`config.mk`:
```
export PLATFORM = sky130hd
export DESIGN_NAME = irrigation_event_scheduler_unit
export DESIGN_NICKNAME = d
export VERILOG_FILES = /design/src/rtl/core/ies_pkg.sv /design/src/rtl/core/ies_ctrl.sv /design/src/rtl/core/ies_dpath.sv /design/src/rtl/core/irrigation_event_scheduler_unit.sv
export SDC_FILE = /design/constraint.sdc
export NUM_CORES = 2
export LEC_CHECK = 0
export BUFFER_PORTS_ARGS = -buffer_cell sky130_fd_sc_hd__buf_4
export CAP_MARGIN = 0
export CORE_MARGIN = 10
export CORE_UTILIZATION = 45
export DETAILED_ROUTE_END_ITERATION = 10
export GPL_TIMING_DRIVEN = 0
export SLEW_MARGIN = 20
export SYNTH_ARGS = -nofsm -noshare
export SYNTH_HDL_FRONTEND = slang
export SYNTH_SLANG_ARGS = --single-unit
export TNS_END_PERCENT = 20
```
`constraint.sdc`:
```
create_clock -name i_clk -period 12.8 [get_ports i_clk]
set_input_delay 3.2 -clock i_clk [delete_from_list [all_inputs] [get_ports i_clk]]
set_output_delay 3.2 -clock i_clk [all_outputs]
set_load 0.1 [all_outputs]
```
`src/rtl/core/ies_pkg.sv`:
```
// types, constants and codes shared by the irrigation event scheduler
// depends on nothing; used by ies_ctrl, ies_dpath and the top level
package ies_pkg;

    localparam int NUM_EVENTS_DEF = 16;
    localparam int NUM_ZONES_DEF  = 32;
    localparam int MAX_RESULTS    = 32;
    localparam int CNT_W          = $clog2(MAX_RESULTS + 1);
    localparam int SEC_PER_MIN    = 60;
    localparam int LIMIT_SEC      = 99 * 60;

    typedef enum logic [1:0] {
        CMD_TICK     = 2'd0,
        CMD_WRITE    = 2'd1,
        CMD_ZONE_ON  = 2'd2,
        CMD_ZONE_OFF = 2'd3
    } t_cmd;

    typedef enum logic [1:0] {
        S_IDLE,
        S_EVAL,
        S_LIM,
        S_FIN
    } t_state;

    typedef struct packed {
        logic [1:0]  cmd;
        logic [3:0]  event_index;
        logic [4:0]  zone;
        logic        active;
        logic [4:0]  start_hour;
        logic [5:0]  start_minute;
        logic [6:0]  run_minutes;
        logic [6:0]  day_mask;
        logic [2:0]  weekday;
        logic [4:0]  hour_now;
        logic [5:0]  minute_now;
        logic [31:0] now_seconds;
    } t_in_item;

    typedef struct packed {
        logic [4:0] zone_number;
        logic       turn_on;
        logic [3:0] source_event;
        logic       last;
    } t_out_item;

    typedef struct packed {
        logic [4:0] zone;
        logic       active;
        logic [4:0] start_hour;
        logic [5:0] start_minute;
        logic [6:0] run_minutes;
        logic [6:0] day_mask;
    } t_event;

    typedef struct packed {
        logic load_tick;
        logic write_evt;
        logic manual;
        logic eval;
        logic emit_lim;
        logic flush;
    } t_ctrl_cmd;

    typedef struct packed {
        logic lim_req;
        logic idx_last;
    } t_ctrl_sts;

endpackage

```
`src/rtl/core/ies_ctrl.sv`:
```
// controller state machine of the irrigation event scheduler
// depends on ies_pkg; drives ies_dpath through t_ctrl_cmd, reads t_ctrl_sts
module ies_ctrl (
    input  logic              i_clk,
    input  logic              i_rst_n,
    input  logic              i_start,
    input  ies_pkg::t_cmd     i_cmd,
    input  ies_pkg::t_ctrl_sts i_sts,
    output ies_pkg::t_ctrl_cmd o_ctl,
    output logic              o_busy
);

    ies_pkg::t_state r_state;
    ies_pkg::t_state n_state;

    always_ff @(posedge i_clk) begin
        if (!i_rst_n) begin
            r_state <= ies_pkg::S_IDLE;
        end else begin
            r_state <= n_state;
        end
    end

    always_comb begin
        n_state = r_state;
        unique case (r_state)
            ies_pkg::S_IDLE: begin
                if (i_start) begin
                    unique case (i_cmd)
                        ies_pkg::CMD_TICK:     n_state = ies_pkg::S_EVAL;
                        ies_pkg::CMD_WRITE:    n_state = ies_pkg::S_IDLE;
                        ies_pkg::CMD_ZONE_ON,
                        ies_pkg::CMD_ZONE_OFF: n_state = ies_pkg::S_FIN;
                    endcase
                end
            end
            ies_pkg::S_EVAL: begin
                priority if (i_sts.lim_req) begin
                    n_state = ies_pkg::S_LIM;
                end else if (i_sts.idx_last) begin
                    n_state = ies_pkg::S_FIN;
                end else begin
                    n_state = ies_pkg::S_EVAL;
                end
            end
            ies_pkg::S_LIM: begin
                n_state = i_sts.idx_last ? ies_pkg::S_FIN : ies_pkg::S_EVAL;
            end
            ies_pkg::S_FIN: begin
                n_state = ies_pkg::S_IDLE;
            end
        endcase
    end

    always_comb begin
        o_ctl = '0;
        unique case (r_state)
            ies_pkg::S_IDLE: begin
                if (i_start) begin
                    unique case (i_cmd)
                        ies_pkg::CMD_TICK:     o_ctl.load_tick = 1'b1;
                        ies_pkg::CMD_WRITE:    o_ctl.write_evt = 1'b1;
                        ies_pkg::CMD_ZONE_ON,
                        ies_pkg::CMD_ZONE_OFF: o_ctl.manual    = 1'b1;
                    endcase
                end
            end
            ies_pkg::S_EVAL: o_ctl.eval     = 1'b1;
            ies_pkg::S_LIM:  o_ctl.emit_lim = 1'b1;
            ies_pkg::S_FIN:  o_ctl.flush    = 1'b1;
        endcase
    end

    assign o_busy = (r_state != ies_pkg::S_IDLE);

endmodule

```
`src/rtl/core/ies_dpath.sv`:
```
// datapath of the irrigation event scheduler: event and start time memories,
// running and forced flags, per-event checks and the result pending/output stage
// depends on ies_pkg; commanded by ies_ctrl
module ies_dpath #(
    parameter int NUM_EVENTS = ies_pkg::NUM_EVENTS_DEF,
    parameter int NUM_ZONES  = ies_pkg::NUM_ZONES_DEF
) (
    input  logic                i_clk,
    input  logic                i_rst_n,
    input  ies_pkg::t_in_item   i_item,
    input  ies_pkg::t_ctrl_cmd  i_ctl,
    output ies_pkg::t_ctrl_sts  o_sts,
    output logic                o_valid,
    output ies_pkg::t_out_item  o_result
);

    localparam int EIDX_W = (NUM_EVENTS > 1) ? $clog2(NUM_EVENTS) : 1;
    localparam int ZIDX_W = (NUM_ZONES > 1) ? $clog2(NUM_ZONES) : 1;
    localparam int CNT_W  = ies_pkg::CNT_W;

    // storage
    ies_pkg::t_event       r_evt_mem [NUM_EVENTS];
    logic [31:0]           r_st_mem  [NUM_EVENTS];
    logic [NUM_EVENTS-1:0] r_evt_vld;
    logic [NUM_EVENTS-1:0] r_st_vld;
    logic [NUM_EVENTS-1:0] r_running;
    logic [NUM_ZONES-1:0]  r_forced;

    // walk state
    logic [EIDX_W-1:0]     r_idx;
    ies_pkg::t_event       r_rd_evt;
    logic                  r_rd_evt_vld;
    logic [31:0]           r_rd_st;
    logic                  r_rd_st_vld;
    logic [2:0]            r_wd;
    logic [4:0]            r_hr;
    logic [5:0]            r_mn;
    logic [31:0]           r_now;
    logic [4:0]            r_lim_zone;

    // result stage
    logic                  r_pend_vld;
    ies_pkg::t_out_item    r_pend;
    logic [CNT_W-1:0]      r_cnt;
    logic                  r_out_vld;
    ies_pkg::t_out_item    r_out;

    logic                  wr_ok;
    logic [EIDX_W-1:0]     wr_addr;
    logic                  man_ok;
    logic [ZIDX_W-1:0]     man_zidx;
    logic                  rd_en;
    logic [EIDX_W-1:0]     rd_addr;
    logic                  idx_last;
    logic                  idx_adv;
    ies_pkg::t_event       ev;
    logic [31:0]           ev_st;
    logic                  ev_zone_ok;
    logic [ZIDX_W-1:0]     ev_zidx;
    logic                  forced_now;
    logic                  run_now;
    logic [7:0]            days_ext;
    logic                  day_ok;
    logic [12:0]           run_sec;
    logic [32:0]           now_x;
    logic [32:0]           stop_at;
    logic [32:0]           lim_at;
    logic                  ev_start;
    logic                  ev_stop;
    logic                  ev_lim;
    logic                  push_vld;
    ies_pkg::t_out_item    push_item;
    logic                  push_ok;

    assign wr_ok    = int'(i_item.event_index) < NUM_EVENTS;
    assign wr_addr  = EIDX_W'(i_item.event_index);
    assign man_ok   = int'(i_item.zone) < NUM_ZONES;
    assign man_zidx = ZIDX_W'(i_item.zone);

    assign idx_last = (r_idx == EIDX_W'(NUM_EVENTS - 1));
    assign rd_en    = i_ctl.load_tick || (i_ctl.eval && !idx_last);
    assign rd_addr  = i_ctl.load_tick ? '0 : r_idx + EIDX_W'(1);

    // entries never written read as zero
    assign ev    = r_rd_evt_vld ? r_rd_evt : '0;
    assign ev_st = r_rd_st_vld ? r_rd_st : '0;

    assign ev_zone_ok = int'(ev.zone) < NUM_ZONES;
    assign ev_zidx    = ZIDX_W'(ev.zone);
    assign forced_now = ev_zone_ok && r_forced[ev_zidx];
    assign run_now    = r_running[r_idx];
    assign days_ext   = {1'b0, ev.day_mask};
    assign day_ok     = days_ext[r_wd];

    assign run_sec = 13'(ev.run_minutes) * 13'(ies_pkg::SEC_PER_MIN);
    assign now_x   = {1'b0, r_now};
    assign stop_at = {1'b0, ev_st} + 33'(run_sec);
    assign lim_at  = {1'b0, ev_st} + 33'(ies_pkg::LIMIT_SEC);

    // a start sets the start time to now, so neither stop can fire with it
    assign ev_start = ev.active && !run_now && day_ok &&
                      (ev.start_hour == r_hr) && (ev.start_minute == r_mn);
    assign ev_stop  = run_now && (now_x > stop_at);
    assign ev_lim   = !ev_start && ((run_now && !ev_stop) || forced_now) &&
                      (now_x > lim_at);

    assign idx_adv = ((i_ctl.eval && !ev_lim) || i_ctl.emit_lim) && !idx_last;

    assign o_sts.lim_req  = ev_lim;
    assign o_sts.idx_last = idx_last;

    always_comb begin
        push_vld  = 1'b0;
        push_item = '0;
        unique if (i_ctl.manual) begin
            push_vld               = man_ok;
            push_item.zone_number  = i_item.zone;
            push_item.turn_on      = (i_item.cmd == ies_pkg::CMD_ZONE_ON);
        end else if (i_ctl.eval) begin
            push_vld               = ev_start || ev_stop;
            push_item.zone_number  = ev.zone;
            push_item.turn_on      = ev_start;
            push_item.source_event = 4'(r_idx);
        end else if (i_ctl.emit_lim) begin
            push_vld               = 1'b1;
            push_item.zone_number  = r_lim_zone;
            push_item.source_event = 4'(r_idx);
        end else begin
            push_vld = 1'b0;
        end
    end

    assign push_ok = push_vld && (r_cnt < CNT_W'(ies_pkg::MAX_RESULTS));

    // control state
    always_ff @(posedge i_clk) begin
        if (!i_rst_n) begin
            r_evt_vld    <= '0;
            r_st_vld     <= '0;
            r_running    <= '0;
            r_forced     <= '0;
            r_idx        <= '0;
            r_rd_evt_vld <= 1'b0;
            r_rd_st_vld  <= 1'b0;
            r_pend_vld   <= 1'b0;
            r_cnt        <= '0;
            r_out_vld    <= 1'b0;
        end else begin
            r_out_vld <= r_pend_vld && (push_ok || i_ctl.flush);
            if (i_ctl.write_evt && wr_ok) begin
                r_evt_vld[wr_addr] <= 1'b1;
            end
            if (i_ctl.manual && man_ok) begin
                r_forced[man_zidx] <= (i_item.cmd == ies_pkg::CMD_ZONE_ON);
            end
            if (i_ctl.load_tick) begin
                r_idx <= '0;
            end else if (idx_adv) begin
                r_idx <= r_idx + EIDX_W'(1);
            end
            if (rd_en) begin
                r_rd_evt_vld <= r_evt_vld[rd_addr];
                r_rd_st_vld  <= r_st_vld[rd_addr];
            end
            if (i_ctl.eval) begin
                r_running[r_idx] <= ev_start || (run_now && !ev_stop && !ev_lim);
                if (ev_start) begin
                    r_st_vld[r_idx] <= 1'b1;
                end
                if (ev_lim && ev_zone_ok) begin
                    r_forced[ev_zidx] <= 1'b0;
                end
            end
            if (push_ok) begin
                r_pend_vld <= 1'b1;
                r_cnt      <= r_cnt + CNT_W'(1);
            end else if (i_ctl.flush) begin
                r_pend_vld <= 1'b0;
                r_cnt      <= '0;
            end
        end
    end

    // memories
    always_ff @(posedge i_clk) begin
        if (i_ctl.write_evt && wr_ok) begin
            r_evt_mem[wr_addr] <= '{zone:         i_item.zone,
                                    active:       i_item.active,
                                    start_hour:   i_item.start_hour,
                                    start_minute: i_item.start_minute,
                                    run_minutes:  i_item.run_minutes,
                                    day_mask:     i_item.day_mask};
        end
        if (i_ctl.eval && ev_start) begin
            r_st_mem[r_idx] <= r_now;
        end
        if (rd_en) begin
            r_rd_evt <= r_evt_mem[rd_addr];
            r_rd_st  <= r_st_mem[rd_addr];
        end
    end

    // payload
    always_ff @(posedge i_clk) begin
        if (i_ctl.load_tick) begin
            r_wd  <= i_item.weekday;
            r_hr  <= i_item.hour_now;
            r_mn  <= i_item.minute_now;
            r_now <= i_item.now_seconds;
        end
        if (i_ctl.eval) begin
            r_lim_zone <= ev.zone;
        end
        if (push_ok) begin
            r_pend <= push_item;
            if (r_pend_vld) begin
                r_out <= r_pend;
            end
        end else if (i_ctl.flush && r_pend_vld) begin
            r_out <= '{zone_number:  r_pend.zone_number,
                       turn_on:      r_pend.turn_on,
                       source_event: r_pend.source_event,
                       last:         1'b1};
        end
    end

    assign o_valid  = r_out_vld;
    assign o_result = r_out;

endmodule

```
`src/rtl/core/irrigation_event_scheduler_unit.sv`:
```
// top level of the irrigation event scheduler
// depends on ies_pkg, ies_ctrl and ies_dpath
//
// Commands are taken when start is high and busy is low. A table write leaves
// busy low. A manual zone command is accepted and then passes through the
// final state. A check tick passes through the accept step, an evaluation of
// each event in turn through the shared compare unit, a limit close step for
// each event that hits the 99-minute limit on that tick, and the final step.
// Each beat waits in a one-entry stage and is registered onto o_valid when the
// next valve action is found or in the final cycle, so beats trail the check
// that made them and come at most one per cycle; the last beat of a command
// is flagged by last and shown as busy falls. There is no back pressure, so
// the receiver must take every beat. At most 32 beats are reported per command.
module irrigation_event_scheduler_unit #(
    parameter int NUM_EVENTS = ies_pkg::NUM_EVENTS_DEF,
    parameter int NUM_ZONES  = ies_pkg::NUM_ZONES_DEF
) (
    input  logic               i_clk,
    input  logic               i_rst_n,
    input  logic               start,
    output logic               busy,
    input  ies_pkg::t_in_item  i_item,
    output logic               o_valid,
    output ies_pkg::t_out_item o_result
);

    ies_pkg::t_ctrl_cmd ctl;
    ies_pkg::t_ctrl_sts sts;

    ies_ctrl u_ctrl (
        .i_clk   (i_clk),
        .i_rst_n (i_rst_n),
        .i_start (start),
        .i_cmd   (ies_pkg::t_cmd'(i_item.cmd)),
        .i_sts   (sts),
        .o_ctl   (ctl),
        .o_busy  (busy)
    );

    ies_dpath #(
        .NUM_EVENTS (NUM_EVENTS),
        .NUM_ZONES  (NUM_ZONES)
    ) u_dpath (
        .i_clk    (i_clk),
        .i_rst_n  (i_rst_n),
        .i_item   (i_item),
        .i_ctl    (ctl),
        .o_sts    (sts),
        .o_valid  (o_valid),
        .o_result (o_result)
    );

`ifndef NO_ASSERTIONS
    // the last beat of a command leaves the block idle
    a_last_idle: assert property (@(posedge i_clk) disable iff (!i_rst_n)
        o_valid && o_result.last |-> !busy)
        else $error("last beat while busy");

    // earlier beats only come while the walk is still running
    a_mid_busy: assert property (@(posedge i_clk) disable iff (!i_rst_n)
        o_valid && !o_result.last |-> busy)
        else $error("non-final beat while idle");

    // a manual command on a real zone gives exactly one final beat for that zone
    a_manual_beat: assert property (@(posedge i_clk) disable iff (!i_rst_n)
        start && !busy &&
        (i_item.cmd == ies_pkg::CMD_ZONE_ON || i_item.cmd == ies_pkg::CMD_ZONE_OFF) &&
        (int'(i_item.zone) < NUM_ZONES)
        |-> ##2 (o_valid && o_result.last && o_result.zone_number == $past(i_item.zone, 2)))
        else $error("manual command beat missing");
`endif

endmodule

```
==> flow_summary.yaml <==
status:
  run_status: "finished clean"
floorplan:
  die_width_um: 363
  fp.dieArea_um2: 132000
  die_h_um: 363
  floorplan.rows: 125
  start_util: 0.454
  core_um2: 117000
  ios: 99
timing:
  setup_tns_ns: 0
  hold_viol_final: 0
  slew_violations: 0
  period_needed_ns: 10.69
  clock.fmax_ghz: 0.0935
  grt_setup_unrepaired: "false"
  worstMarginPinSlew_ns: 1.13
  skew_ns: 0.0328
  post-route-period-util: 0.835
  finalSetupViolCount: 0
  slew-limit-headroom: 0.248
global_routing:
  grt_pass1_wl_um: 223000
  grt_pass1_vias: 33300
  grt_max_degree: 45
  grt_usage: 0.228
  grt_overflow_total: 0
  antenna_found_initial: 8
layout:
  n_antenna_cell: 0
  utilization: 0.522
  nNetsFinal: 4342
  area_delta_synth_final_pct: 14.9
  stdcell_area_um2: 60800
  drive_above_1_share: 0.121
yosys:
  synth_fa_ha_area_frac: 0.0260
  yosys_warnings: 0
  ys_types: 73
  synth-simple-area-share: 0.110
  netlist_area_um2: 52900
  avgSynthCellArea_um2: 13.7
  ys_seq_area_frac: 0.685
  dominantRegCellSynth: "edfxtp_1"
  synth_fp_nets: 4059
  synth_seq_cells: 1239
  syn-instance-count: 3869
  synth_top_area_share: 0.648
  synth_compound_area_frac: 0.106
  synthTopCellsByArea: "edfxtp_1 (65%), dfxtp_1 (3.6%), or3_1 (3.1%)"
  synth_top_family_by_area: "simple AND/OR/NAND/NOR gates"
  yosysTopAreaCell: "edfxtp_1"
  synth_xor_area_frac: 0.0126
  synth_async_sr_flop_share: 0
  synth-edff-count: 1143
  synthMuxAreaShare: 0.0365
critical_path:
  critical_path_buf_inv_count: 7
  path_class: "flip-flop to flip-flop"
  crit_family: "compound AO/OA/AOI/OAI gates"
  critPathRequiredTime_ns: 13.42
  critPathMaxStageDelay_ns: 0.78
  critPathMaxFanout: 14
  startpoint_type: "flip-flop"
  crit_path_end_kind: "flip-flop"
  critPathArrivalTime_ns: 11.31
  cpMaxStageDelayCell: "nor4_2"
job:
  max_cap_viol_count: 0
detailed_routing:
  drt_first_pass_iters: 6
  remaining_drc_errors: 0
  ant_nets: 0
  drt_iter0_markers: 3901
  avgRoutedWirePerCell_um: 26.4
  finalWirelength_um: 152000
  routed_via_density: 5.94
  vias: 34300
cts:
  ctsHoldBuffers: 0
  clock_sinks: 1239
  cts_buffers: 133
  root_buffer: "clkbuf_16"
  path_clk_slew_ns: 0.05
  post_cts_resized: 0
  clock_path_buffers: 3
  cts_tree: "built"
  ctsHtreeMaxLevel: 4
  cts_setup_buffers: 0
  clk-insertion-delay-late_ns: 0.75
place:
  gp_congestion: 0.911
  place_hpwl_um: 107000
  post_dp_cell_area_um2: 56700
  io_buffers: 98
power_and_ir_drop:
  vdd_drop_max_mv: 0.138
  cellPowerDensity_nw_per_um2: 151
  seq_power_share: 0.494
  power.share.clock: 0.401
  p_int_w: 0.00689
  p_sw_frac: 0.249
  netSwitchingPower_w: 0.00228
  combPwrFrac: 0.105
  leakagePower_nw: 20.0
min_path:
  hold_class: "flip-flop to flip-flop"
path summary, 6_finish.rpt:
kind	startpoint	to	slack, ns	cells past startpoint
worst min register to register	u_dpath.r_pend[10]$_DFFE_PP_	u_dpath.o_result[10]$_DFFE_PP_	0.42	0
worst max register to register	u_dpath.r_rd_evt_vld$_SDFFE_PN0P_	u_dpath.r_cnt[4]$_SDFFE_PN0P_	2.11	36
worst max-delay path	u_dpath.r_rd_evt_vld$_SDFFE_PN0P_	u_dpath.r_cnt[4]$_SDFFE_PN0P_	2.11	36
worst min-delay path	u_dpath.r_pend[10]$_DFFE_PP_	u_dpath.o_result[10]$_DFFE_PP_	0.42	0
power by group through the flow:
stage	Clock [W]	Sequential, W	Combinational, W
2_1_floorplan	0	0.00459	0.000548
3_3_place_gp	0	0.00462	0.000936
3_5_place_dp	0	0.00461	0.000960
4_1_cts	0.00372	0.00453	0.000964
5_1_grt	0.00390	0.00453	0.00104
6_report	0.00368	0.00453	0.000966
through the flow:
step | worst slack, ns | cells | power, W | hold slack [ns]
after floorplan | 5.04 | 3869 | 0.00514 | 0.400
after global placement | 1.41 | 5491 | 0.00555 | 0.404
after detailed placement | 2.28 | 5541 | 0.00558 | 0.405
after CTS | 2.23 | 5780 | 0.00922 | 0.418
after global routing | 1.49 | 5780 | 0.00947 | 0.433
final | 2.11 | 5780 | 0.00918 | 0.417
cells in the final DEF, fill, tap and decap left out, types with 95 or more instances in the layout:
cell | synthesis | layout
ha_1 | 95 | 95
dfxtp_1 | 96 | 96
o21ai_0 | 296 | 296
or3_1 | 266 | 266
buf_4 | 0 | 115
clkbuf_16 | 0 | 139
edfxtp_1 | 1143 | 1143
clkbuf_1 | 209 | 232
o211ai_1 | 134 | 134
a31oi_1 | 132 | 132
nand2_1 | 409 | 409
and2_1 | 159 | 159
a211oi_1 | 149 | 149
cell usage after synthesis (15+ instances only):
cell type,n
edfxtp_1,1143
nand2_1,409
o21ai_0,296
or3_1,266
clkbuf_1,209
and2_1,159
a211oi_1,149
o211ai_1,134
a31oi_1,132
nor2_1,121
dfxtp_1,96
ha_1,95
mux4_2,72
a21oi_1,70
nand3_1,59
inv_1,52
xor2_1,40
buf_2,38
xnor2_1,36
mux2i_1,29
nand4_1,26
nor3_1,26
o21a_1,20
buf_1,15
logic make-up (layout without fill, tap and decap cells):
group           Yosys count  in the layout
buf+inv                 317            704
flops                  1239           1239
simple gates           1153           1153
xor+xnor                 76             76
mux                     103            103
compound gates          876            876
fa+ha+maj               105            105
per-layer routing:
metal	share of wire	track usage
met5	0.000052	0
met4	0.030	0.0744
met3	0.083	0.0358
met2	0.45	0.354
met1	0.43	0.326
worst register-to-register path: cells and delay by family (launching register included):
kind	cells	cell delay [ns]
adders and majority gates	5	2.06
xor gates and xnor gates	2	0.42
DFF	1	0.32
AOI/OAI and AO/OA	11	3.05
buffers and inverters	7	2.13
and+or+nand+nor	11	2.58
flip-flops by register name, indices dropped and copies added, names as in the netlist, 2 cells and up:
register / count
u_dpath.r_evt_vld: 16
u_dpath.o_result: 11
u_dpath.r_pend: 10
u_dpath.r_st_mem: 512
u_dpath.r_hr: 5
u_ctrl.r_state: 2
u_dpath.r_evt_mem: 496
u_dpath.r_running: 16
u_dpath.r_idx: 4
u_dpath.r_rd_st: 32
u_dpath.r_rd_evt: 31
u_dpath.r_mn: 6
u_dpath.r_lim_zone: 5
u_dpath.r_st_vld: 16
u_dpath.r_now: 32
u_dpath.r_cnt: 6
u_dpath.r_wd: 3
u_dpath.r_forced: 32
final cells by class:
cell class              instances  area, um2
plain buffers                 264       1070
clock buffers                 174       3640
clock inverters                65        508
fillers                      9629      55700
inverters                      53        201
multi-input cells            2313      15700
flip-flops and latches       1239      36200
well taps                    1524       1910
repair buffers                148       1570
Note: power is estimated with default switching activity, not from simulation.
